**config.mk**
```make
export PLATFORM = sky130hd
export DESIGN_NAME = cabac_binary_arithmetic_encoder_core
export DESIGN_NICKNAME = d
export VERILOG_FILES = /design/src/cbae_pkg.sv /design/src/cabac_binary_arithmetic_encoder_core.sv /design/src/cbae_front.sv /design/src/cbae_back.sv
export SDC_FILE = /design/constraint.sdc
export NUM_CORES = 1
export LEC_CHECK = 0
export ABC_AREA = 1
export BUFFER_PORTS_ARGS = -buffer_cell sky130_fd_sc_hd__buf_4
export CAP_MARGIN = 20
export CORE_MARGIN = 3
export CORE_UTILIZATION = 40
export DETAILED_ROUTE_END_ITERATION = 10
export REMOVE_ABC_BUFFERS = 1
export SETUP_SLACK_MARGIN = 0.1
export SYNTH_ARGS = -nofsm -noshare
export SYNTH_HDL_FRONTEND = slang
export SYNTH_SLANG_ARGS = --single-unit
```
**constraint.sdc**
```tcl
create_clock -name clk -period 4.1 [get_ports clk]
set_input_delay 0.41 -clock clk [delete_from_list [all_inputs] [get_ports clk]]
set_output_delay 0.41 -clock clk [all_outputs]
set_load 0.02 [all_outputs]
```
**src/cbae_pkg.sv**
```systemverilog
`timescale 1ns / 1ps
// Shared types, codes and probability tables for the CABAC arithmetic encoder.
package cbae_pkg;

    localparam logic [1:0] OP_REGULAR   = 2'd0;
    localparam logic [1:0] OP_TERMINATE = 2'd1;
    localparam logic [1:0] OP_INIT      = 2'd2;

    localparam int unsigned OUTST_W   = 16;
    localparam int unsigned CAP_BITS  = (OUTST_W >= 16) ? 16 : OUTST_W;
    localparam logic [OUTST_W-1:0] OUTST_CAP = OUTST_W'((64'd1 << CAP_BITS) - 64'd1);

    localparam int unsigned MAX_EVENTS = 10;
    localparam int unsigned EV_IDX_W   = $clog2(MAX_EVENTS);
    localparam int unsigned EV_CNT_W   = $clog2(MAX_EVENTS + 1);

    localparam logic [8:0] RANGE_INIT  = 9'd510;
    localparam logic [8:0] RANGE_TERM  = 9'd2;
    localparam logic [5:0] ST_MAX_MPS  = 6'd62;

    typedef struct packed {
        logic [1:0] op;
        logic       bin;
        logic [5:0] st;
        logic       split_low;
        logic [5:0] next_st;
        logic       next_mps;
    } item_t;

    typedef struct packed {
        logic [1:0]  bits;
        logic [1:0]  len;
        logic        rbit;
        logic [15:0] rcnt;
    } ev_t;

    localparam logic [7:0] LPS_TAB [64][4] = '{
        '{8'd128, 8'd176, 8'd208, 8'd240}, '{8'd128, 8'd167, 8'd197, 8'd227},
        '{8'd128, 8'd158, 8'd187, 8'd216}, '{8'd123, 8'd150, 8'd178, 8'd205},
        '{8'd116, 8'd142, 8'd169, 8'd195}, '{8'd111, 8'd135, 8'd160, 8'd185},
        '{8'd105, 8'd128, 8'd152, 8'd175}, '{8'd100, 8'd122, 8'd144, 8'd166},
        '{8'd95,  8'd116, 8'd137, 8'd158}, '{8'd90,  8'd110, 8'd130, 8'd150},
        '{8'd85,  8'd104, 8'd123, 8'd142}, '{8'd81,  8'd99,  8'd117, 8'd135},
        '{8'd77,  8'd94,  8'd111, 8'd128}, '{8'd73,  8'd89,  8'd105, 8'd122},
        '{8'd69,  8'd85,  8'd100, 8'd116}, '{8'd66,  8'd80,  8'd95,  8'd110},
        '{8'd62,  8'd76,  8'd90,  8'd104}, '{8'd59,  8'd72,  8'd86,  8'd99},
        '{8'd56,  8'd69,  8'd81,  8'd94},  '{8'd53,  8'd65,  8'd77,  8'd89},
        '{8'd51,  8'd62,  8'd73,  8'd85},  '{8'd48,  8'd59,  8'd69,  8'd80},
        '{8'd46,  8'd56,  8'd66,  8'd76},  '{8'd43,  8'd53,  8'd63,  8'd72},
        '{8'd41,  8'd50,  8'd59,  8'd69},  '{8'd39,  8'd48,  8'd56,  8'd65},
        '{8'd37,  8'd45,  8'd54,  8'd62},  '{8'd35,  8'd43,  8'd51,  8'd59},
        '{8'd33,  8'd41,  8'd48,  8'd56},  '{8'd32,  8'd39,  8'd46,  8'd53},
        '{8'd30,  8'd37,  8'd43,  8'd50},  '{8'd29,  8'd35,  8'd41,  8'd48},
        '{8'd27,  8'd33,  8'd39,  8'd45},  '{8'd26,  8'd31,  8'd37,  8'd43},
        '{8'd24,  8'd30,  8'd35,  8'd41},  '{8'd23,  8'd28,  8'd33,  8'd39},
        '{8'd22,  8'd27,  8'd32,  8'd37},  '{8'd21,  8'd26,  8'd30,  8'd35},
        '{8'd20,  8'd24,  8'd29,  8'd33},  '{8'd19,  8'd23,  8'd27,  8'd31},
        '{8'd18,  8'd22,  8'd26,  8'd30},  '{8'd17,  8'd21,  8'd25,  8'd28},
        '{8'd16,  8'd20,  8'd23,  8'd27},  '{8'd15,  8'd19,  8'd22,  8'd25},
        '{8'd14,  8'd18,  8'd21,  8'd24},  '{8'd14,  8'd17,  8'd20,  8'd23},
        '{8'd13,  8'd16,  8'd19,  8'd22},  '{8'd12,  8'd15,  8'd18,  8'd21},
        '{8'd12,  8'd14,  8'd17,  8'd20},  '{8'd11,  8'd14,  8'd16,  8'd19},
        '{8'd11,  8'd13,  8'd15,  8'd18},  '{8'd10,  8'd12,  8'd15,  8'd17},
        '{8'd10,  8'd12,  8'd14,  8'd16},  '{8'd9,   8'd11,  8'd13,  8'd15},
        '{8'd9,   8'd11,  8'd12,  8'd14},  '{8'd8,   8'd10,  8'd12,  8'd14},
        '{8'd8,   8'd9,   8'd11,  8'd13},  '{8'd7,   8'd9,   8'd11,  8'd12},
        '{8'd7,   8'd9,   8'd10,  8'd12},  '{8'd7,   8'd8,   8'd10,  8'd11},
        '{8'd6,   8'd8,   8'd9,   8'd11},  '{8'd6,   8'd7,   8'd9,   8'd10},
        '{8'd6,   8'd7,   8'd8,   8'd9},   '{8'd2,   8'd2,   8'd2,   8'd2}
    };

    localparam logic [5:0] TRANS_LPS [64] = '{
        6'd0,  6'd0,  6'd1,  6'd2,  6'd2,  6'd4,  6'd4,  6'd5,
        6'd6,  6'd7,  6'd8,  6'd9,  6'd9,  6'd11, 6'd11, 6'd12,
        6'd13, 6'd13, 6'd15, 6'd15, 6'd16, 6'd16, 6'd18, 6'd18,
        6'd19, 6'd19, 6'd21, 6'd21, 6'd22, 6'd22, 6'd23, 6'd24,
        6'd24, 6'd25, 6'd26, 6'd26, 6'd27, 6'd27, 6'd28, 6'd29,
        6'd29, 6'd30, 6'd30, 6'd30, 6'd31, 6'd32, 6'd32, 6'd33,
        6'd33, 6'd33, 6'd34, 6'd34, 6'd35, 6'd35, 6'd35, 6'd36,
        6'd36, 6'd36, 6'd37, 6'd37, 6'd37, 6'd38, 6'd38, 6'd63
    };

endpackage

```
**src/cabac_binary_arithmetic_encoder_core.sv**
```systemverilog
`timescale 1ns / 1ps
// CABAC arithmetic encoder top: two-entry bin queue feeding the coding engine.
// The engine FSM takes one queued bin at a time: range split, renormalization shifts,
// a terminate flush when needed, then the result beats; the queue accepts up to two more
// bins while the engine is busy.
// Reset: range 510, low 0, first bit pending, outstanding and bin counts 0, queue empty.
module cabac_binary_arithmetic_encoder_core (
    input  logic        clk,
    input  logic        rst_n,
    input  logic        in_valid,
    output logic        in_ready,
    input  logic [1:0]  operation,
    input  logic        bin,
    input  logic [5:0]  ctx_state,
    input  logic        ctx_mps,
    output logic        out_valid,
    input  logic        out_ready,
    output logic [1:0]  emit_bits,
    output logic [1:0]  emit_len,
    output logic        repeat_bit,
    output logic [15:0] repeat_count,
    output logic [5:0]  next_ctx_state,
    output logic        next_ctx_mps,
    output logic        saturated,
    output logic [31:0] bin_total,
    output logic        last
);
    import cbae_pkg::*;

    item_t q_item;
    logic  q_valid;
    logic  q_pop;

    cbae_front u_front (
        .clk       (clk),
        .rst_n     (rst_n),
        .in_valid  (in_valid),
        .in_ready  (in_ready),
        .operation (operation),
        .bin       (bin),
        .ctx_state (ctx_state),
        .ctx_mps   (ctx_mps),
        .q_valid   (q_valid),
        .q_item    (q_item),
        .q_pop     (q_pop)
    );

    cbae_back u_back (
        .clk            (clk),
        .rst_n          (rst_n),
        .q_valid        (q_valid),
        .q_item         (q_item),
        .q_pop          (q_pop),
        .out_valid      (out_valid),
        .out_ready      (out_ready),
        .emit_bits      (emit_bits),
        .emit_len       (emit_len),
        .repeat_bit     (repeat_bit),
        .repeat_count   (repeat_count),
        .next_ctx_state (next_ctx_state),
        .next_ctx_mps   (next_ctx_mps),
        .saturated      (saturated),
        .bin_total      (bin_total),
        .last           (last)
    );

endmodule

```
**src/cbae_front.sv**
```systemverilog
`timescale 1ns / 1ps
// Input side: classifies each bin, updates its context and queues it for the engine.
module cbae_front (
    input  logic            clk,
    input  logic            rst_n,
    input  logic            in_valid,
    output logic            in_ready,
    input  logic [1:0]      operation,
    input  logic            bin,
    input  logic [5:0]      ctx_state,
    input  logic            ctx_mps,
    output logic            q_valid,
    output cbae_pkg::item_t q_item,
    input  logic            q_pop
);
    import cbae_pkg::*;

    localparam logic [1:0] Q_DEPTH = 2'd2;

    item_t      slot_reg [2];
    item_t      cls;
    logic [1:0] count_reg;
    logic [1:0] count_next;
    logic       wr_ptr_reg;
    logic       rd_ptr_reg;
    logic       push;

    always_comb
    begin
        cls.op       = operation;
        cls.bin      = bin;
        cls.st       = ctx_state;
        cls.split_low = 1'b0;
        cls.next_st  = ctx_state;
        cls.next_mps = ctx_mps;
        case (operation)
            OP_REGULAR:
            begin
                cls.split_low = bin ^ ctx_mps;
                if (bin != ctx_mps)
                begin
                    cls.next_st  = TRANS_LPS[ctx_state];
                    cls.next_mps = ctx_mps ^ (ctx_state == 6'd0);
                end
                else if (ctx_state < ST_MAX_MPS)
                begin
                    cls.next_st = ctx_state + 6'd1;
                end
            end
            OP_TERMINATE:
            begin
                cls.split_low = bin;
            end
            default:
            begin
                cls.split_low = 1'b0;
            end
        endcase
    end

    assign in_ready = (count_reg != Q_DEPTH);
    assign push     = in_valid && in_ready;
    assign q_valid  = (count_reg != 2'd0);
    assign q_item   = slot_reg[rd_ptr_reg];

    always_comb
    begin
        count_next = count_reg;
        if (push && !q_pop)
        begin
            count_next = count_reg + 2'd1;
        end
        else if (!push && q_pop)
        begin
            count_next = count_reg - 2'd1;
        end
    end

    always_ff @(posedge clk or negedge rst_n)
    begin
        if (!rst_n)
        begin
            count_reg  <= 2'd0;
            wr_ptr_reg <= 1'b0;
            rd_ptr_reg <= 1'b0;
        end
        else
        begin
            count_reg <= count_next;
            if (push)
            begin
                wr_ptr_reg <= ~wr_ptr_reg;
            end
            if (q_pop)
            begin
                rd_ptr_reg <= ~rd_ptr_reg;
            end
        end
    end

    always_ff @(posedge clk)
    begin
        if (push)
        begin
            slot_reg[wr_ptr_reg] <= cls;
        end
    end

endmodule

```
**src/cbae_back.sv**
```systemverilog
`timescale 1ns / 1ps
// Engine side: init, range split, renormalization, flush and result beat delivery.
module cbae_back (
    input  logic            clk,
    input  logic            rst_n,
    input  logic            q_valid,
    input  cbae_pkg::item_t q_item,
    output logic            q_pop,
    output logic            out_valid,
    input  logic            out_ready,
    output logic [1:0]      emit_bits,
    output logic [1:0]      emit_len,
    output logic            repeat_bit,
    output logic [15:0]     repeat_count,
    output logic [5:0]      next_ctx_state,
    output logic            next_ctx_mps,
    output logic            saturated,
    output logic [31:0]     bin_total,
    output logic            last
);
    import cbae_pkg::*;

    typedef enum logic [2:0] {S_IDLE, S_RENORM, S_TERM, S_FLUSH, S_DRAIN} state_t;

    state_t              state_reg, state_next;
    logic [8:0]          range_reg, range_next;
    logic [9:0]          low_reg, low_next;
    logic                first_reg, first_next;
    logic [OUTST_W-1:0]  outst_reg, outst_next;
    logic [31:0]         bincnt_reg, bincnt_next;
    logic                sat_reg, sat_next;
    logic                term_flush_reg, term_flush_next;
    logic [5:0]          nst_reg, nst_next;
    logic                nmps_reg, nmps_next;
    logic [EV_CNT_W-1:0] evn_reg, evn_next;
    logic [EV_IDX_W-1:0] rd_reg, rd_next;
    logic                out_valid_reg, out_valid_next;
    ev_t                 out_ev_reg, out_ev_next;
    logic [5:0]          out_st_reg, out_st_next;
    logic                out_mps_reg, out_mps_next;
    logic                out_sat_reg, out_sat_next;
    logic [31:0]         out_total_reg, out_total_next;
    logic                out_last_reg, out_last_next;

    ev_t                 ev_buf [MAX_EVENTS];
    logic                ev_we;
    logic [EV_IDX_W-1:0] ev_idx;
    ev_t                 ev_data;

    logic [7:0]          lps;
    logic [8:0]          r_sub;
    logic [8:0]          r_split;
    logic [9:0]          low_t;
    logic                put_req;
    logic                put_b;
    logic [EV_IDX_W-1:0] last_idx;
    logic                is_term_one;

    assign lps = LPS_TAB[q_item.st][range_reg[7:6]];
    assign r_sub = range_reg - ((q_item.op == OP_REGULAR) ? {1'b0, lps} : RANGE_TERM);
    assign r_split = !q_item.split_low ? r_sub :
                     (q_item.op == OP_REGULAR) ? {1'b0, lps} : RANGE_TERM;
    assign is_term_one = (q_item.op == OP_TERMINATE) && q_item.bin;
    assign last_idx = (evn_reg == '0) ? '0 : EV_IDX_W'(evn_reg - 1'b1);

    always_comb
    begin
        state_next      = state_reg;
        range_next      = range_reg;
        low_next        = low_reg;
        first_next      = first_reg;
        outst_next      = outst_reg;
        bincnt_next     = bincnt_reg;
        sat_next        = sat_reg;
        term_flush_next = term_flush_reg;
        nst_next        = nst_reg;
        nmps_next       = nmps_reg;
        evn_next        = evn_reg;
        rd_next         = rd_reg;
        out_valid_next  = out_valid_reg && !out_ready;
        out_ev_next     = out_ev_reg;
        out_st_next     = out_st_reg;
        out_mps_next    = out_mps_reg;
        out_sat_next    = out_sat_reg;
        out_total_next  = out_total_reg;
        out_last_next   = out_last_reg;
        q_pop           = 1'b0;
        ev_we           = 1'b0;
        ev_idx          = evn_reg[EV_IDX_W-1:0];
        ev_data         = '0;
        put_req         = 1'b0;
        put_b           = 1'b0;
        low_t           = low_reg;

        unique case (state_reg)
            S_IDLE:
            begin
                if (q_valid)
                begin
                    q_pop           = 1'b1;
                    nst_next        = q_item.next_st;
                    nmps_next       = q_item.next_mps;
                    term_flush_next = is_term_one;
                    evn_next        = '0;
                    rd_next         = '0;
                    sat_next        = 1'b0;
                    ev_we           = 1'b1;
                    ev_idx          = '0;
                    ev_data         = '0;
                    state_next      = S_DRAIN;
                    case (q_item.op)
                        OP_REGULAR, OP_TERMINATE:
                        begin
                            bincnt_next = bincnt_reg + 32'd1;
                            range_next  = r_split;
                            if (q_item.split_low)
                            begin
                                low_next = low_reg + {1'b0, r_sub};
                            end
                            if (!r_split[8] && (r_split != 9'd0))
                            begin
                                state_next = S_RENORM;
                            end
                            else if (is_term_one)
                            begin
                                state_next = S_TERM;
                            end
                        end
                        OP_INIT:
                        begin
                            range_next  = RANGE_INIT;
                            low_next    = '0;
                            first_next  = 1'b1;
                            outst_next  = '0;
                            bincnt_next = '0;
                        end
                        default:
                        begin
                            state_next = S_DRAIN;
                        end
                    endcase
                end
            end
            S_RENORM:
            begin
                if (!low_reg[9] && !low_reg[8])
                begin
                    put_req = 1'b1;
                    put_b   = 1'b0;
                end
                else if (low_reg[9])
                begin
                    low_t   = {1'b0, low_reg[8:0]};
                    put_req = 1'b1;
                    put_b   = 1'b1;
                end
                else
                begin
                    low_t = {2'b00, low_reg[7:0]};
                    if (outst_reg < OUTST_CAP)
                    begin
                        outst_next = outst_reg + 1'b1;
                    end
                    else
                    begin
                        sat_next = 1'b1;
                    end
                end
                range_next = {range_reg[7:0], 1'b0};
                low_next   = {low_t[8:0], 1'b0};
                if (!range_reg[7] && (range_reg[7:0] != 8'd0))
                begin
                    state_next = S_RENORM;
                end
                else if (term_flush_reg)
                begin
                    state_next = S_TERM;
                end
                else
                begin
                    state_next = S_DRAIN;
                end
            end
            S_TERM:
            begin
                put_req    = 1'b1;
                put_b      = low_reg[9];
                state_next = S_FLUSH;
            end
            S_FLUSH:
            begin
                if (evn_reg < EV_CNT_W'(MAX_EVENTS))
                begin
                    ev_we    = 1'b1;
                    ev_data  = '{bits: low_reg[8:7] | 2'b01, len: 2'd2, rbit: 1'b0,
                                 rcnt: 16'd0};
                    evn_next = evn_reg + 1'b1;
                end
                state_next = S_DRAIN;
            end
            S_DRAIN:
            begin
                if (!out_valid_reg || out_ready)
                begin
                    out_valid_next = 1'b1;
                    out_ev_next    = ev_buf[rd_reg];
                    out_st_next    = nst_reg;
                    out_mps_next   = nmps_reg;
                    out_sat_next   = sat_reg;
                    out_total_next = bincnt_reg;
                    out_last_next  = (rd_reg == last_idx);
                    rd_next        = rd_reg + 1'b1;
                    if (rd_reg == last_idx)
                    begin
                        state_next = S_IDLE;
                    end
                end
            end
            default:
            begin
                state_next = S_IDLE;
            end
        endcase

        if (put_req)
        begin
            first_next = 1'b0;
            outst_next = '0;
            if (evn_reg < EV_CNT_W'(MAX_EVENTS))
            begin
                ev_we    = 1'b1;
                ev_data  = '{bits: first_reg ? 2'b00 : {1'b0, put_b},
                             len: first_reg ? 2'd0 : 2'd1,
                             rbit: ~put_b, rcnt: 16'(outst_reg)};
                evn_next = evn_reg + 1'b1;
            end
        end
    end

    always_ff @(posedge clk or negedge rst_n)
    begin
        if (!rst_n)
        begin
            state_reg      <= S_IDLE;
            range_reg      <= RANGE_INIT;
            low_reg        <= '0;
            first_reg      <= 1'b1;
            outst_reg      <= '0;
            bincnt_reg     <= '0;
            sat_reg        <= 1'b0;
            term_flush_reg <= 1'b0;
            evn_reg        <= '0;
            rd_reg         <= '0;
            out_valid_reg  <= 1'b0;
        end
        else
        begin
            state_reg      <= state_next;
            range_reg      <= range_next;
            low_reg        <= low_next;
            first_reg      <= first_next;
            outst_reg      <= outst_next;
            bincnt_reg     <= bincnt_next;
            sat_reg        <= sat_next;
            term_flush_reg <= term_flush_next;
            evn_reg        <= evn_next;
            rd_reg         <= rd_next;
            out_valid_reg  <= out_valid_next;
        end
    end

    always_ff @(posedge clk)
    begin
        nst_reg       <= nst_next;
        nmps_reg      <= nmps_next;
        out_ev_reg    <= out_ev_next;
        out_st_reg    <= out_st_next;
        out_mps_reg   <= out_mps_next;
        out_sat_reg   <= out_sat_next;
        out_total_reg <= out_total_next;
        out_last_reg  <= out_last_next;
        if (ev_we)
        begin
            ev_buf[ev_idx] <= ev_data;
        end
    end

    assign out_valid      = out_valid_reg;
    assign emit_bits      = out_ev_reg.bits;
    assign emit_len       = out_ev_reg.len;
    assign repeat_bit     = out_ev_reg.rbit;
    assign repeat_count   = out_ev_reg.rcnt;
    assign next_ctx_state = out_st_reg;
    assign next_ctx_mps   = out_mps_reg;
    assign saturated      = out_sat_reg;
    assign bin_total      = out_total_reg;
    assign last           = out_last_reg;

endmodule

```
==> metrics.yaml <==
seqCellArea_um2: 11600
cp_data_arrival_time_ns: 5.00
fin_area_um2: 25500
cts_root_buffer: "clkbuf_16"
vias: 16412
path_depth: 38
async_reset_ff_share_pct: 21.6
antenna_cells: 0
relSlewSlack_pct: 26.4
core-area_um2: 48300
slowest_delay_ns: 0.44
first_pass_iters: 5
violations: "hold timing, setup timing"
largest_reg_flops: 210
rsz0062_at_grt: "true"
cp_max_fo: 6
syn_area_per_cell_um2: 9.49
cap_viol_max_count: 0
worstHoldPathType: "input port to async pin"
final_cell_mix: "nand2_1 (358), edfxtp_1 (313), buf_4 (291)"
required_ns: 4.58
grt_pass1_vias: 15762
h-tree-depth: 2
fin_skew_ns: 0.0333
rows: 80
die_h_um: 228
wl_per_cell_um: 18.7
ir_worst_vdd_mv: 0.653
ant_nets: 0
cts_buffer_depth: 3
fin_hold_ws_ns: -0.00566
crit_path_end: "u_back.state_reg[2]"
synth-seq-area-share_pct: 58.4
vias_per_cell: 5.35
drive_gt1_share_pct: 25.1
crit_top_cell: "buf_4"
final_util_pct: 52.6
dpl.hpwl_um: 36400
overflow: 0
ff2ff_setup_slack_ns: -0.42
endpoint_kind: "flop"
synth-seq-cells: 399
syn2layout_area_growth_pct: 28.6
nNetsFinal: 2442
period_needed_ns: 4.52
setup_violations: 10
grt_usage_pct: 21.3
clock-sinks: 399
clkTransAtPathRegs_ns: 0.06
synthCells: 2087
start_kind: "flop"
dr.first_iter.drc_count: 1366
crit_family: "buffers and inverters"
r2r_end: "u_back.state_reg[2]"
grt_first_pass_wirelength_um: 89200
fin_ws_ns: -0.422
cts_tree: "yes"
period_share_pct: 110
pre_cts_ws_ns: -0.699
startpoint: "u_front.rd_ptr_reg"
drt_wl_total_um: 57400
p_leak_nw: 10.3
antenna_found_initial: 0
fillCellCount: 4334
drcViolationCount: 0
drv_slew: 0
synth.distinct_cells: 55
fmax_ghz: 0.221
reg2reg_depth: 38
grt_max_degree: 109
p_per_area_nw_per_um2: 926
ys.flop_type: "edfxtp_1"
total_power_mw: 23.6
hold_violations: 10
status: "complete, but fails checks"
initial_core_util_pct: 40.9
r2r-start: "u_front.rd_ptr_reg"
worst_pin_slew_ns: 1.10
synth_warnings: 0
gp_congestion: 1.01
cp.buffers_inverters: 19
multi_input_area_um2: 8050
insertion_delay_ns: 0.57
synth_edf_count: 313
crit_type: "flop to flop"
die-area_um2: 52200
dpl-instance-area_um2: 22500
port_buffers: 77
ios: 78
slowest_stage: "dfrtp_2"
syn_area_um2: 19800
die_w_um: 228
final_common_cell: "nand2_1"
cts_buffers: 41
hold_buffers: 0
==> worst register-to-register path: cells and delay by family, from the launching register on <==
family	cells	cell delay (ns)
flip-flops	1	0.44
buffers and inverters	19	2.29
AND/OR/NAND/NOR	17	1.52
adder cells (fa/ha/maj)	1	0.17
AO/OA/AOI/OAI	1	0.07
==> worst min-delay path by stage <==
stage | start | end | slack, ns | cells after the start
final | rst_n | u_back.outst_reg[10] | -0.006 | 1
after global routing | rst_n | u_back.outst_reg[3] | 0.06 | 1
after CTS | rst_n | u_back.outst_reg[4] | 0.02 | 1
after detailed placement | u_back.nst_reg[0] | u_back.next_ctx_state[0] | 0.41 | 0
after global placement | u_back.nst_reg[4] | u_back.next_ctx_state[4] | 0.40 | 0
after floorplan | rst_n | u_back.bincnt_reg[0] | 0.11 | 0
==> synth_stat cells (all sizes together) (2+ instances only) <==
| library cell | number | area [µm²] |
|---|---|---|
| nand2 | 417 | 1590 |
| edfxtp | 313 | 9400 |
| nor2 | 260 | 1010 |
| o21ai | 201 | 1010 |
| inv | 187 | 702 |
| nand3 | 159 | 796 |
| a21oi | 107 | 536 |
| dfrtp | 77 | 1930 |
| clkbuf | 65 | 244 |
| ha | 50 | 626 |
| nor3 | 32 | 176 |
| o221ai | 31 | 272 |
| o211ai | 27 | 203 |
| buf | 26 | 140 |
| o22ai | 25 | 156 |
| nand4 | 20 | 131 |
| xor2 | 17 | 149 |
| dfstp | 9 | 236 |
| a31oi | 8 | 50.1 |
| nor4 | 7 | 50.1 |
| o31ai | 6 | 45.0 |
| xnor2 | 5 | 43.8 |
| a22oi | 4 | 30.0 |
| clkinv | 4 | 15.0 |
| o21a | 4 | 30.0 |
| a21boi | 3 | 22.5 |
| a211oi | 2 | 15.0 |
| a221oi | 2 | 17.5 |
| a2bb2oi | 2 | 17.5 |
| and2 | 2 | 12.5 |
| fa | 2 | 40.0 |
| nand3b | 2 | 15.0 |
| o2111ai | 2 | 17.5 |
| or2 | 2 | 12.5 |
==> timing repair <==
action,in CTS,in global routing
cloned,2,0
resized for setup,116,139
setup buffers,41,17
endpoints found under the setup margin,11,15
pin swaps,20,78
==> cell type report <==
class / count / share of cell area (%)
Sequential cell: 399 / 45.4
Clock buffer: 46 / 4.18
Tap cell: 656 / 3.22
Multi-Input combinational cell: 1406 / 31.6
Inverter: 191 / 2.88
Clock inverter: 30 / 1.34
Timing Repair Buffer: 337 / 11.3
==> metal layers <==
metal	routed length, µm	vias to the layer above	GRT usage [%]
met5	0	-	0
met3	3530	86	3.71
met2	27600	497	34.9
met1	25200	7995	29.6
met4	1110	0	4.91
li1	-	7834	-
==> power breakdown <==
| part | total [mW] | switching [mW] | leakage (nW) | internal (mW) |
|---|---|---|---|---|
| Sequential | 5.66 | 0.361 | 4.05 | 5.30 |
| Combinational | 14.1 | 7.96 | 5.56 | 6.10 |
| Clock | 3.85 | 1.58 | 0.697 | 2.27 |
| Total | 23.6 | 9.91 | 10.3 | 13.7 |
==> through the flow <==
step           TNS (ns)  instances
2_1_floorplan    -12.82       1996
3_3_place_gp      -3.02       2927
3_5_place_dp      -3.29       2927
4_1_cts           -1.52       3046
5_1_grt           -5.20       3065
6_report          -3.10       3065
==> logic make-up after synthesis <==
| group | count (synthesis) | share of synthesized area, % |
|---|---|---|
| buffers and inverters | 282 | 5.56 |
| AND/OR/NAND/NOR | 903 | 19.3 |
| AO/OA/AOI/OAI | 429 | 12.4 |
| flip-flops | 399 | 58.4 |
| XOR/XNOR | 22 | 0.973 |
| adder cells (fa/ha/maj) | 52 | 3.36 |
Note: power is estimated with default switching activity, not from simulation.
